## config.mk

```make
export PLATFORM = sky130hd
export DESIGN_NAME = mwvc_mul
export DESIGN_NICKNAME = d
export VERILOG_FILES = /design/src/rtl/core/mwvc_pkg.sv /design/src/rtl/core/mwvc_mul.sv
export SDC_FILE = /design/constraint.sdc
export NUM_CORES = 2
export LEC_CHECK = 0
export BUFFER_PORTS_ARGS = -buffer_cell sky130_fd_sc_hd__buf_4
export CAP_MARGIN = 20
export CORE_MARGIN = 1
export CORE_UTILIZATION = 35
export CTS_CLUSTER_DIAMETER = 60
export DETAILED_ROUTE_END_ITERATION = 8
export GPL_ROUTABILITY_DRIVEN = 0
export HOLD_SLACK_MARGIN = 0.02
export PLACE_DENSITY = 0.5
export SLEW_MARGIN = 10
export SYNTH_ARGS = -nofsm -noshare
export SYNTH_HDL_FRONTEND = slang
export SYNTH_SLANG_ARGS = --single-unit
```

## constraint.sdc

```tcl
create_clock -name clk -period 17.2 [get_ports clk]
set_clock_uncertainty 0.05 [all_clocks]
set_input_delay 0.86 -clock clk [delete_from_list [all_inputs] [get_ports clk]]
set_output_delay 0.86 -clock clk [all_outputs]
set_load 0.01 [all_outputs]
```

## src/rtl/core/mwvc_pkg.sv

```systemverilog
// ----------------------------------------------------------------------------
// mwvc_pkg
// Types and constants shared by the mecanum wheel velocity controller.
// ----------------------------------------------------------------------------
package mwvc_pkg;

  localparam int WHEEL_CNT  = 4;
  localparam int DATA_W     = 24;   // signed Q8.16 payload
  localparam int CFG_W      = 23;   // widest configuration register
  localparam int CFG_IDX_W  = 3;

  // shared multiplier: A covers the 32 bit integrator, B the unsigned registers
  localparam int OPA_W  = 33;
  localparam int OPB_W  = 24;
  localparam int PROD_W = OPA_W + OPB_W;
  localparam int RND_W  = PROD_W + 1 - 16;

  localparam logic signed [DATA_W-1:0] DEADBAND_Q16  = 24'sd5243;   // 0.08
  localparam logic signed [DATA_W-1:0] OPEN_LOOP_Q16 = 24'sd19661;  // 0.30

  localparam logic [21:0] RST_INTEGRAL_GAIN      = 22'd131072;
  localparam logic [22:0] RST_LINEAR_LIMIT       = 23'd98304;
  localparam logic [22:0] RST_ANGULAR_LIMIT      = 23'd98304;
  localparam logic [15:0] RST_RIM_RADIUS         = 16'd6658;
  localparam logic [22:0] RST_INVERSE_RIM_RADIUS = 23'd645039;
  localparam logic [17:0] RST_LEVER_ARM          = 18'd35010;
  localparam logic [22:0] RST_INVERSE_LEVER_ARM  = 23'd122680;
  localparam logic [22:0] RST_DRIVE_LIMIT        = 23'd983040;

  typedef enum logic [CFG_IDX_W-1:0] {
    REG_INTEGRAL_GAIN,
    REG_LINEAR_LIMIT,
    REG_ANGULAR_LIMIT,
    REG_RIM_RADIUS,
    REG_INVERSE_RIM_RADIUS,
    REG_LEVER_ARM,
    REG_INVERSE_LEVER_ARM,
    REG_DRIVE_LIMIT
  } cfg_idx_t;

  // one micro-operation per product on the shared multiplier
  typedef enum logic [2:0] {
    OP_TURN,      // lever arm * wz
    OP_SETPOINT,  // 1/r * wheel combination
    OP_INTEG,     // error * tick
    OP_DRIVE,     // ki * integrator
    OP_RVX,
    OP_RVY,
    OP_RWT,       // r * rotational wheel sum
    OP_RWZ        // previous * 1/L
  } op_t;

  typedef enum logic [1:0] {
    S_IDLE,
    S_MUL,
    S_RND,
    S_LOAD
  } seq_state_t;

  typedef struct packed {
    logic       ready;
    logic       mul_go;
    logic       commit;
    logic       load;
    op_t        op;
    logic [1:0] wheel;
  } seq_ctl_t;

  typedef struct packed {
    logic signed [DATA_W-1:0] command_vx;
    logic signed [DATA_W-1:0] command_vy;
    logic signed [DATA_W-1:0] command_wz;
    logic signed [DATA_W-1:0] measured_wheel0;
    logic signed [DATA_W-1:0] measured_wheel1;
    logic signed [DATA_W-1:0] measured_wheel2;
    logic signed [DATA_W-1:0] measured_wheel3;
    logic        [15:0]       tick_seconds;
  } in_item_t;

  typedef struct packed {
    logic signed [DATA_W-1:0] drive_wheel0;
    logic signed [DATA_W-1:0] drive_wheel1;
    logic signed [DATA_W-1:0] drive_wheel2;
    logic signed [DATA_W-1:0] drive_wheel3;
    logic signed [DATA_W-1:0] robot_vx;
    logic signed [DATA_W-1:0] robot_vy;
    logic signed [DATA_W-1:0] robot_wz;
  } out_item_t;

endpackage

```

## src/rtl/core/mwvc_mul.sv

```systemverilog
// ----------------------------------------------------------------------------
// mwvc_mul
// Shared signed multiplier with registered product and round-half-up rescale.
// ----------------------------------------------------------------------------
module mwvc_mul (
  input  logic                                clk,
  input  logic                                go,
  input  logic signed [mwvc_pkg::OPA_W-1:0]   a,
  input  logic signed [mwvc_pkg::OPB_W-1:0]   b,
  input  logic                                shift18,
  output logic signed [mwvc_pkg::RND_W-1:0]   rnd
);
  import mwvc_pkg::*;

  logic signed [PROD_W-1:0] prod;
  logic signed [PROD_W:0]   biased;
  logic signed [PROD_W:0]   shifted;

  always_ff @(posedge clk) begin
    if (go) begin
      prod <= a * b;
    end
  end

  // bias by half an lsb of the result, then floor
  always_comb begin
    if (shift18) begin
      biased  = $signed({prod[PROD_W-1], prod}) + $signed((PROD_W+1)'(1) << 17);
      shifted = biased >>> 18;
    end else begin
      biased  = $signed({prod[PROD_W-1], prod}) + $signed((PROD_W+1)'(1) << 15);
      shifted = biased >>> 16;
    end
  end

  assign rnd = shifted[RND_W-1:0];

endmodule

```

==> out/results.ini <==
[cells_and_area]
final_common_cell=inv_1
final_area_sq_mm=0.0321
largest-register=prod
drive_gt1_share_pct=4.10
final_cell_mix=819 x inv_1, 804 x fa_1, 456 x nand2_1
fillers=8913
reg.largest.list=prod (42)
nets=4303
largest_reg_flops=42
syn_to_final_growth_pct=5.52

[sta]
post-route-min-period_ns=7.93
slew_viol_final=0
tightest_slew_ns=0.922
rsz0062_at_grt=no
setup_viol=0
finalHoldViolations=0
maxSlewHeadroom_pct=38.4
post-route-period-util_pct=46.1
tns_ns=0
max_freq_ghz=0.126
hold_ws_ns=1.06

[clock_network]
cts_hold_buf=0
numClockSinks=42
numCtsBuffers=5
cts_setup_buffers=0
ctsResizeCount=0
htree_levels=2
cts_tree=done
clk_path_buf_depth=2
path_clk_slew_ns=0.06
root_buffer=clkbuf_16

[yosys]
synth-simple-area-share_pct=17.1
yosys.area_share.xor_xnor_pct=2.48
synthArstFlopShare_pct=0
syn-cell-area_sq_mm=0.0304
ys_warn_count=0
muxShareOfSynthArea_pct=0.0699
synth_top_family_by_area=adder cells
synth_seq_cells=42
yosysSeqAreaShare_pct=4.14
synth_compound_area_share_pct=4.74
netlist-cell-type-count=59
synth-main-ff-cell=edfxtp_1
synthCells=3354
synth_edf_count=42
synth_nets=4368
synth_area_per_cell_sq_um=9.07
synth_fa_ha_area_share_pct=59.1

[worst_setup_path]
path_class=primary input to flip-flop
cpPeakStageDelay_ns=0.57
start_kind=primary input
crit_path_frequent_cell=fa_1
cpMaxStageDelayCell=fa_1
worstPathRequired_ns=17.18
endpoint_kind=flip-flop
critPathArrivalTime_ns=7.91
critPathMaxFanout=32

[routing]
drt_wl_total_um=92800
vias_per_cell=4.91
drt_first_iter_violations=1189
drt_pass1_iterations=5
route.detailed.drc=0
ant_nets=0
vias=21800
post_drt_wl_per_cell_um=20.9

[global_routing]
grt_max_degree=93
antenna_found_initial=2
grt_remaining_overflow=0
track_usage_pct=21.9
grt_pass1_vias=24600
grt_first_pass_wirelength_um=147000

[floorplanning]
initial_core_util_pct=35.5
die_area_sq_mm=0.0881
core_area_sq_mm=0.0857
die_width_um=297
die_h_um=297
core.rowCount=107
io_pins=102

[placed_design]
dp_hpwl_um=69400
postPlaceCellArea_sq_mm=0.0320
port_buffers=101

[min_path]
hold_path.class=primary input to flip-flop

[flow_run]
cap_violations=0

[outcome]
run_status=completed

==> final timing paths <==
check  start        to  cells past startpoint
max     b[0]  prod[55]                     25
min       go  prod[19]                      1
==> metal layers <==
layer | global-route usage (%) | part of all wire [%]
met5 | 0 | 0
met3 | 2.68 | 4.9
met4 | 5.40 | 2.5
met1 | 28.6 | 43
met2 | 38.5 | 50
==> layout make-up <==
type / instances / area (sq um) / share of cell area [%]
clock inverter: 3 / 16.3 / 0.0507
multi-input combinational: 2317 / 25400 / 79.1
antenna: 5 / 12.5 / 0.0390
timing repair buffer: 104 / 785 / 2.44
inverter: 819 / 3070 / 9.57
clock buffer: 5 / 125 / 0.390
tap: 1144 / 1430 / 4.46
sequential: 42 / 1260 / 3.93
==> worst max-delay path: cells and delay by family <==
family	cells	cell delay [ns]
fa+ha+maj	8	4.01
xor+xnor	1	0.15
compound gates	8	1.62
simple gates	2	0.25
buf+inv	6	0.99
==> kinds of logic (layout without fill, tap and decap cells) <==
kind of cell	after synthesis	count (layout)
AND/OR/NAND/NOR	1049	1049
buffers and inverters	995	931
adder cells (fa/ha/maj)	954	954
AO/OA/AOI/OAI	226	226
XOR/XNOR	86	86
flip-flops	42	42
multiplexers	2	2
other	0	5
==> synthesized netlist by cell type (3+ instances only) <==
master | instances | share of area [%]
inv_1 | 819 | 10
fa_1 | 804 | 53
nand2_1 | 456 | 5.6
and2_1 | 379 | 7.8
clkbuf_1 | 154 | 1.9
ha_1 | 150 | 6.2
nor2_1 | 80 | 0.99
a21oi_1 | 78 | 1.3
xnor2_1 | 61 | 1.8
edfxtp_1 | 42 | 4.1
o21ai_0 | 38 | 0.63
nor3_1 | 28 | 0.46
xor2_1 | 25 | 0.72
and3_1 | 23 | 0.47
nand4_1 | 22 | 0.45
nand3_1 | 21 | 0.35
a21o_1 | 20 | 0.49
a31oi_1 | 18 | 0.37
a211oi_1 | 17 | 0.42
buf_2 | 11 | 0.18
nand2b_1 | 11 | 0.23
a31o_2 | 10 | 0.29
o21a_1 | 10 | 0.25
and4_1 | 7 | 0.20
buf_1 | 7 | 0.086
nor4_1 | 5 | 0.10
o21bai_1 | 5 | 0.12
nor2b_1 | 4 | 0.082
o211ai_1 | 4 | 0.099
o31a_1 | 4 | 0.12
a211o_1 | 3 | 0.086
==> metrics by stage <==
| step | setup slack (ns) | utilization [%] | cells |
|---|---|---|---|
| 6_report | 9.27 | 37.5 | 4439 |
| 3_5_place_dp | 8.95 | 37.3 | 4426 |
| 5_1_grt | 8.92 | 37.5 | 4434 |
| 3_3_place_gp | 8.97 | 37.3 | 4425 |
| 4_1_cts | 9.23 | 37.5 | 4434 |
| 2_1_floorplan | 9.71 | - | 3354 |
Power is not shown: default switching activity piles up to over one toggle a cycle in this logic, so the estimate is an artifact.
