$ cat config.mk
export PLATFORM = sky130hd
export DESIGN_NAME = mwvc_seq
export DESIGN_NICKNAME = d
export VERILOG_FILES = /design/src/rtl/core/mwvc_pkg.sv /design/src/rtl/core/mwvc_seq.sv
export SDC_FILE = /design/constraint.sdc
export NUM_CORES = 1
export LEC_CHECK = 0
export BUFFER_PORTS_ARGS = -buffer_cell sky130_fd_sc_hd__buf_2
export CORE_AREA = 5 5 42 44
export CTS_CLUSTER_DIAMETER = 150
export DETAILED_ROUTE_END_ITERATION = 10
export DIE_AREA = 0 0 47 49
export HOLD_SLACK_MARGIN = 0.05
export PLACE_DENSITY_LB_ADDON = 0.08
export SKIP_LAST_GASP = 1
export SLEW_MARGIN = 20
export SYNTH_ARGS = -nofsm -noshare
export SYNTH_HDL_FRONTEND = slang
export SYNTH_SLANG_ARGS = --single-unit
export TNS_END_PERCENT = 10
$ cat constraint.sdc
create_clock -name clk -period 1 [get_ports clk]
set_input_delay 0.2 -clock clk [delete_from_list [all_inputs] [get_ports clk]]
set_output_delay 0.2 -clock clk [all_outputs]
set_load 0.02 [all_outputs]
$ cat src/rtl/core/mwvc_pkg.sv
// ----------------------------------------------------------------------------
// mwvc_pkg
// Types and constants shared by the mecanum wheel velocity controller.
// ----------------------------------------------------------------------------
package mwvc_pkg;

  localparam int WHEEL_CNT  = 4;
  localparam int DATA_W     = 24;   // signed Q8.16 payload
  localparam int CFG_W      = 23;   // widest configuration register
  localparam int CFG_IDX_W  = 3;

  // shared multiplier: A covers the 32 bit integrator, B the unsigned registers
  localparam int OPA_W  = 33;
  localparam int OPB_W  = 24;
  localparam int PROD_W = OPA_W + OPB_W;
  localparam int RND_W  = PROD_W + 1 - 16;

  localparam logic signed [DATA_W-1:0] DEADBAND_Q16  = 24'sd5243;   // 0.08
  localparam logic signed [DATA_W-1:0] OPEN_LOOP_Q16 = 24'sd19661;  // 0.30

  localparam logic [21:0] RST_INTEGRAL_GAIN      = 22'd131072;
  localparam logic [22:0] RST_LINEAR_LIMIT       = 23'd98304;
  localparam logic [22:0] RST_ANGULAR_LIMIT      = 23'd98304;
  localparam logic [15:0] RST_RIM_RADIUS         = 16'd6658;
  localparam logic [22:0] RST_INVERSE_RIM_RADIUS = 23'd645039;
  localparam logic [17:0] RST_LEVER_ARM          = 18'd35010;
  localparam logic [22:0] RST_INVERSE_LEVER_ARM  = 23'd122680;
  localparam logic [22:0] RST_DRIVE_LIMIT        = 23'd983040;

  typedef enum logic [CFG_IDX_W-1:0] {
    REG_INTEGRAL_GAIN,
    REG_LINEAR_LIMIT,
    REG_ANGULAR_LIMIT,
    REG_RIM_RADIUS,
    REG_INVERSE_RIM_RADIUS,
    REG_LEVER_ARM,
    REG_INVERSE_LEVER_ARM,
    REG_DRIVE_LIMIT
  } cfg_idx_t;

  // one micro-operation per product on the shared multiplier
  typedef enum logic [2:0] {
    OP_TURN,      // lever arm * wz
    OP_SETPOINT,  // 1/r * wheel combination
    OP_INTEG,     // error * tick
    OP_DRIVE,     // ki * integrator
    OP_RVX,
    OP_RVY,
    OP_RWT,       // r * rotational wheel sum
    OP_RWZ        // previous * 1/L
  } op_t;

  typedef enum logic [1:0] {
    S_IDLE,
    S_MUL,
    S_RND,
    S_LOAD
  } seq_state_t;

  typedef struct packed {
    logic       ready;
    logic       mul_go;
    logic       commit;
    logic       load;
    op_t        op;
    logic [1:0] wheel;
  } seq_ctl_t;

  typedef struct packed {
    logic signed [DATA_W-1:0] command_vx;
    logic signed [DATA_W-1:0] command_vy;
    logic signed [DATA_W-1:0] command_wz;
    logic signed [DATA_W-1:0] measured_wheel0;
    logic signed [DATA_W-1:0] measured_wheel1;
    logic signed [DATA_W-1:0] measured_wheel2;
    logic signed [DATA_W-1:0] measured_wheel3;
    logic        [15:0]       tick_seconds;
  } in_item_t;

  typedef struct packed {
    logic signed [DATA_W-1:0] drive_wheel0;
    logic signed [DATA_W-1:0] drive_wheel1;
    logic signed [DATA_W-1:0] drive_wheel2;
    logic signed [DATA_W-1:0] drive_wheel3;
    logic signed [DATA_W-1:0] robot_vx;
    logic signed [DATA_W-1:0] robot_vy;
    logic signed [DATA_W-1:0] robot_wz;
  } out_item_t;

endpackage

$ cat src/rtl/core/mwvc_seq.sv
// ----------------------------------------------------------------------------
// mwvc_seq
// Sequencer stepping the micro-operations through the shared multiplier.
// ----------------------------------------------------------------------------
module mwvc_seq (
  input  logic               clk,
  input  logic               rst,
  input  logic               in_valid,
  input  logic               out_free,
  output mwvc_pkg::seq_ctl_t ctl
);
  import mwvc_pkg::*;

  seq_state_t state, state_next;
  op_t        op, op_next;
  logic [1:0] wheel, wheel_next;

  always_ff @(posedge clk) begin
    if (rst) begin
      state <= S_IDLE;
      op    <= OP_TURN;
      wheel <= '0;
    end else begin
      state <= state_next;
      op    <= op_next;
      wheel <= wheel_next;
    end
  end

  always_comb begin
    state_next = state;
    op_next    = op;
    wheel_next = wheel;
    ctl        = '0;
    ctl.op     = op;
    ctl.wheel  = wheel;
    unique case (state)
      S_IDLE: begin
        ctl.ready = 1'b1;
        if (in_valid) begin
          state_next = S_MUL;
          op_next    = OP_TURN;
          wheel_next = '0;
        end
      end
      S_MUL: begin
        ctl.mul_go = 1'b1;
        state_next = S_RND;
      end
      S_RND: begin
        ctl.commit = 1'b1;
        state_next = S_MUL;
        unique case (op)
          OP_TURN:     op_next = OP_SETPOINT;
          OP_SETPOINT: op_next = OP_INTEG;
          OP_INTEG:    op_next = OP_DRIVE;
          OP_DRIVE: begin
            if (wheel == 2'(WHEEL_CNT - 1)) begin
              op_next = OP_RVX;
            end else begin
              op_next    = OP_SETPOINT;
              wheel_next = wheel + 2'd1;
            end
          end
          OP_RVX:      op_next = OP_RVY;
          OP_RVY:      op_next = OP_RWT;
          OP_RWT:      op_next = OP_RWZ;
          OP_RWZ:      state_next = S_LOAD;
          default:     op_next = OP_TURN;
        endcase
      end
      S_LOAD: begin
        if (out_free) begin
          ctl.load   = 1'b1;
          state_next = S_IDLE;
        end
      end
      default: state_next = S_IDLE;
    endcase
  end

endmodule

==> impl_metrics.prom <==
# TYPE chip_impl_metric gauge
chip_impl_metric{name="io_buffer_count",unit=""} 12
chip_impl_metric{name="num-nets-final",unit=""} 75
chip_impl_info{name="cts_tree",value="built"} 1
chip_impl_metric{name="grt_antenna_before_repair",unit=""} 0
chip_impl_metric{name="ys.warnings.count",unit=""} 0
chip_impl_metric{name="finClkSkew",unit="ns"} 0.00120
chip_impl_metric{name="ys_seq_elements",unit=""} 7
chip_impl_metric{name="antenna-diode-count",unit=""} 0
chip_impl_metric{name="routed_via_density",unit=""} 4.92
chip_impl_metric{name="die_area",unit="µm²"} 2300
chip_impl_metric{name="ff_latch_area",unit="µm²"} 150
chip_impl_metric{name="synth_cells",unit=""} 46
chip_impl_metric{name="floorplan.die.width",unit="µm"} 47
chip_impl_metric{name="flow.area_growth_from_synthesis",unit="%"} 50.4
chip_impl_info{name="synthMostInstantiatedCell",value="dfxtp_1"} 1
chip_impl_info{name="hold_path.class",value="in2reg"} 1
chip_impl_info{name="critPathCaptureType",value="primary output"} 1
chip_impl_metric{name="finalSetupViolations",unit=""} 16
chip_impl_metric{name="initial_core_util",unit=""} 0.303
chip_impl_info{name="crit_chain",value="buf_6 > and3_4 > buf_6"} 1
chip_impl_metric{name="async_set_or_reset_flop_fraction_in_the_synthesized_netlist",unit=""} 0
chip_impl_metric{name="post-route-min-period",unit="ns"} 1.22
chip_impl_metric{name="ir_worst_vdd",unit="mV"} 0.855
chip_impl_info{name="crit_path_frequent_cell",value="buf_6"} 1
chip_impl_info{name="synth_common_cells",value="7 x dfxtp_1, 6 x a21oi_1, 3 x nand2b_1"} 1
chip_impl_metric{name="gp_congestion",unit=""} 0.679
chip_impl_metric{name="postLayoutSetupSlackWorst",unit="ns"} -0.218
chip_impl_metric{name="postSynthNetCount",unit=""} 51
chip_impl_metric{name="worst_pin_slew",unit="ns"} 0.273
chip_impl_info{name="root_buffer",value="clkbuf_4"} 1
chip_impl_metric{name="max_cap_violations",unit=""} 0
chip_impl_metric{name="timing.final.crit_share",unit=""} 1.22
chip_impl_metric{name="power_per_unit_of_standard_cell_area",unit="nW/µm²"} 1070
chip_impl_metric{name="cp_num_buf_inv",unit=""} 2
chip_impl_metric{name="maximum_fanout_along_the_worst_path",unit=""} 5
chip_impl_metric{name="syn_area_per_cell",unit="µm²"} 9.22
chip_impl_metric{name="synth-seq-area-share",unit=""} 0.330
chip_impl_metric{name="place.detailed.hpwl",unit="µm"} 733
chip_impl_metric{name="num_rows",unit=""} 14
chip_impl_metric{name="grt_pass1_wl",unit="µm"} 1700
chip_impl_metric{name="via_total_after_detailed_routing",unit=""} 418
chip_impl_info{name="failed_checks",value="negative setup slack"} 1
chip_impl_metric{name="path_clk_slew",unit="ns"} 0.05
chip_impl_metric{name="maxSlewHeadroom",unit=""} 0.818
chip_impl_metric{name="yosys.area.top_type_share",unit=""} 0.330
chip_impl_metric{name="number_of_fillers_in_the_final_layout",unit=""} 155
chip_impl_metric{name="antenna_left",unit=""} 0
chip_impl_metric{name="wl_per_cell",unit="µm"} 11.9
chip_impl_info{name="critical_path_cell_with_the_highest_stage_delay",value="dfxtp_4"} 1
chip_impl_metric{name="synth_enable_flop_cells",unit=""} 0
chip_impl_info{name="category_of_cells_accounting_for_the_largest_share_of_critical_path_delay",value="flip-flops"} 1
chip_impl_metric{name="drc_violations",unit=""} 0
chip_impl_info{name="netlist.top_cell.by_area",value="dfxtp_1"} 1
chip_impl_info{name="synth_top_flop_cell",value="dfxtp_1"} 1
chip_impl_metric{name="clock_latency",unit="ns"} 0.25
chip_impl_metric{name="first_global_vias",unit=""} 374
chip_impl_metric{name="dieHeight",unit="µm"} 49
chip_impl_metric{name="max_stage_delay",unit="ns"} 0.37
chip_impl_metric{name="cts_buffer_depth",unit=""} 2
chip_impl_metric{name="multi_input_logic_area",unit="µm²"} 282
chip_impl_metric{name="worstPathArrival",unit="ns"} 1.02
chip_impl_metric{name="layout-drive-gt1-share",unit=""} 0.536
chip_impl_metric{name="clock_sink_count",unit=""} 7
chip_impl_metric{name="grt_max_degree",unit=""} 11
chip_impl_metric{name="total_design_power",unit="µW"} 682
chip_impl_metric{name="detail_route.iter0.violations",unit=""} 4
chip_impl_metric{name="final-instance-count-excl-fill",unit=""} 85
chip_impl_info{name="rsz0062_at_grt",value="yes"} 1
chip_impl_metric{name="top_level_ports",unit=""} 13
chip_impl_metric{name="wl",unit="µm"} 1010
chip_impl_info{name="setup_cp_type",value="reg2out"} 1
chip_impl_metric{name="slew_viol_final",unit=""} 0
chip_impl_metric{name="maximum_clock_frequency",unit="MHz"} 821
chip_impl_metric{name="drt_pass1_iterations",unit=""} 4
chip_impl_metric{name="total_routing_resource_utilization_after_global_routing",unit=""} 0.0993
chip_impl_info{name="netlist_top_cells_area",value="dfxtp_1 33%, a21oi_1 7.1%, nand2b_1 4.4%"} 1
chip_impl_metric{name="post_synth_instance_area",unit="µm²"} 424
chip_impl_metric{name="total_leakage_power",unit="µW"} 0.000257
chip_impl_metric{name="final-hold-violation-count",unit=""} 0
chip_impl_metric{name="cts_buffer_count",unit=""} 3
chip_impl_metric{name="placeableCoreArea",unit="µm²"} 1400
chip_impl_metric{name="grt_overflow_total",unit=""} 0
chip_impl_info{name="timing.critical_path.from_type",value="flop"} 1
chip_impl_metric{name="place_inst",unit=""} 79
chip_impl_metric{name="timing.critical_path.required",unit="ns"} 0.80
chip_impl_metric{name="fin_hold_ws",unit="ns"} 0.225
chip_impl_metric{name="htreeDepth",unit=""} 1
chip_impl_info{name="run_status",value="finished with violations"} 1
chip_impl_metric{name="distinct_cells_synth",unit=""} 27
==> path summary, 6_finish.rpt <==
path	start	slack, ns	cells after the start	end
min reg2reg	state[0]$_SDFFE_PP0P_	0.53	2	state[1]$_SDFFE_PP0P_
max	state[1]$_SDFFE_PP0P_	-0.22	3	ctl[5]
max reg2reg	wheel[0]$_SDFFE_PP0P_	-0.13	4	wheel[1]$_SDFFE_PP0P_
min	rst	0.22	2	state[1]$_SDFFE_PP0P_
==> placed cells by master, fill, tap and decap left out <==
cell type   n
a21bo_1     1
a21oi_1     6
a21oi_2     1
and3_1      1
and3_4      1
buf_12      1
buf_2      10
buf_4       8
buf_6       2
clkbuf_1    1
clkbuf_4    3
dfxtp_1     3
dfxtp_2     2
dfxtp_4     2
ha_4        1
inv_1       2
nand2_1     2
nand2b_1    3
nand3b_1    1
nand4_1     2
nand4_2     1
nand4b_1    2
nand4bb_1   1
nor2_1      1
nor2_2      1
nor2b_1     1
nor2b_4     1
nor3_1      1
nor3b_1     1
o21ai_0     1
o21ai_1     1
o21bai_2    1
o311ai_2    1
o32ai_2     1
or2_1       1
==> where the power goes <==
group / internal, µW / switching, µW
clock: 153 / 113
combinational: 57.7 / 61.3
sequential: 284 / 13.4
==> what timing repair did <==
item	CTS	global route
setup endpoints to repair	14	16
setup buffers	2	0
endpoints found under the hold margin	0	0
gates resized for setup	7	1
hold buffers	0	0
==> per-stage QoR <==
stage	utilization	worst slack [ns]	instance area, µm²	setup TNS, ns
CTS	0.454	-0.228	636	-2.03
global route	0.455	-0.261	638	-2.78
detailed placement	0.410	-0.117	574	-0.453
finish	0.455	-0.218	638	-1.88
floorplan	-	-0.0908	444	-0.268
global placement	0.410	-0.131	574	-0.456
==> per-layer routing <==
| metal | share of wire | track usage | vias up |
|---|---|---|---|
| li1 | - | - | 219 |
| met1 | 0.46 | 0.143 | 187 |
| met2 | 0.45 | 0.131 | 12 |
| met3 | 0.084 | 0.0554 | 0 |
| met4 | 0 | 0.0138 | 0 |
| met5 | 0 | 0 | - |
==> logic make-up after synthesis <==
logic type      after synthesis  synth area share
buf+inv                       4            0.0531
fa+ha+maj                     1            0.0295
simple gates                 21             0.345
flops                         7             0.330
compound gates               13             0.242
==> registers in the layout (all words and copies together), names as in the netlist <==
register  flops
state         2
op            3
wheel         2
==> final cells by class <==
class / count / share of cell area
multi-input combinational: 35 / 0.441
timing repair buffer: 21 / 0.239
sequential: 7 / 0.235
clock buffer: 4 / 0.0412
tap: 16 / 0.0314
inverter: 2 / 0.0118
==> worst register-to-register path, stage by stage (launching register included) <==
cell	delay [ns]
dfxtp_4	0.35
ha_4	0.16
nand4bb_1	0.21
a21oi_1	0.21
o32ai_2	0.09
(Power assumes the default switching activity.)
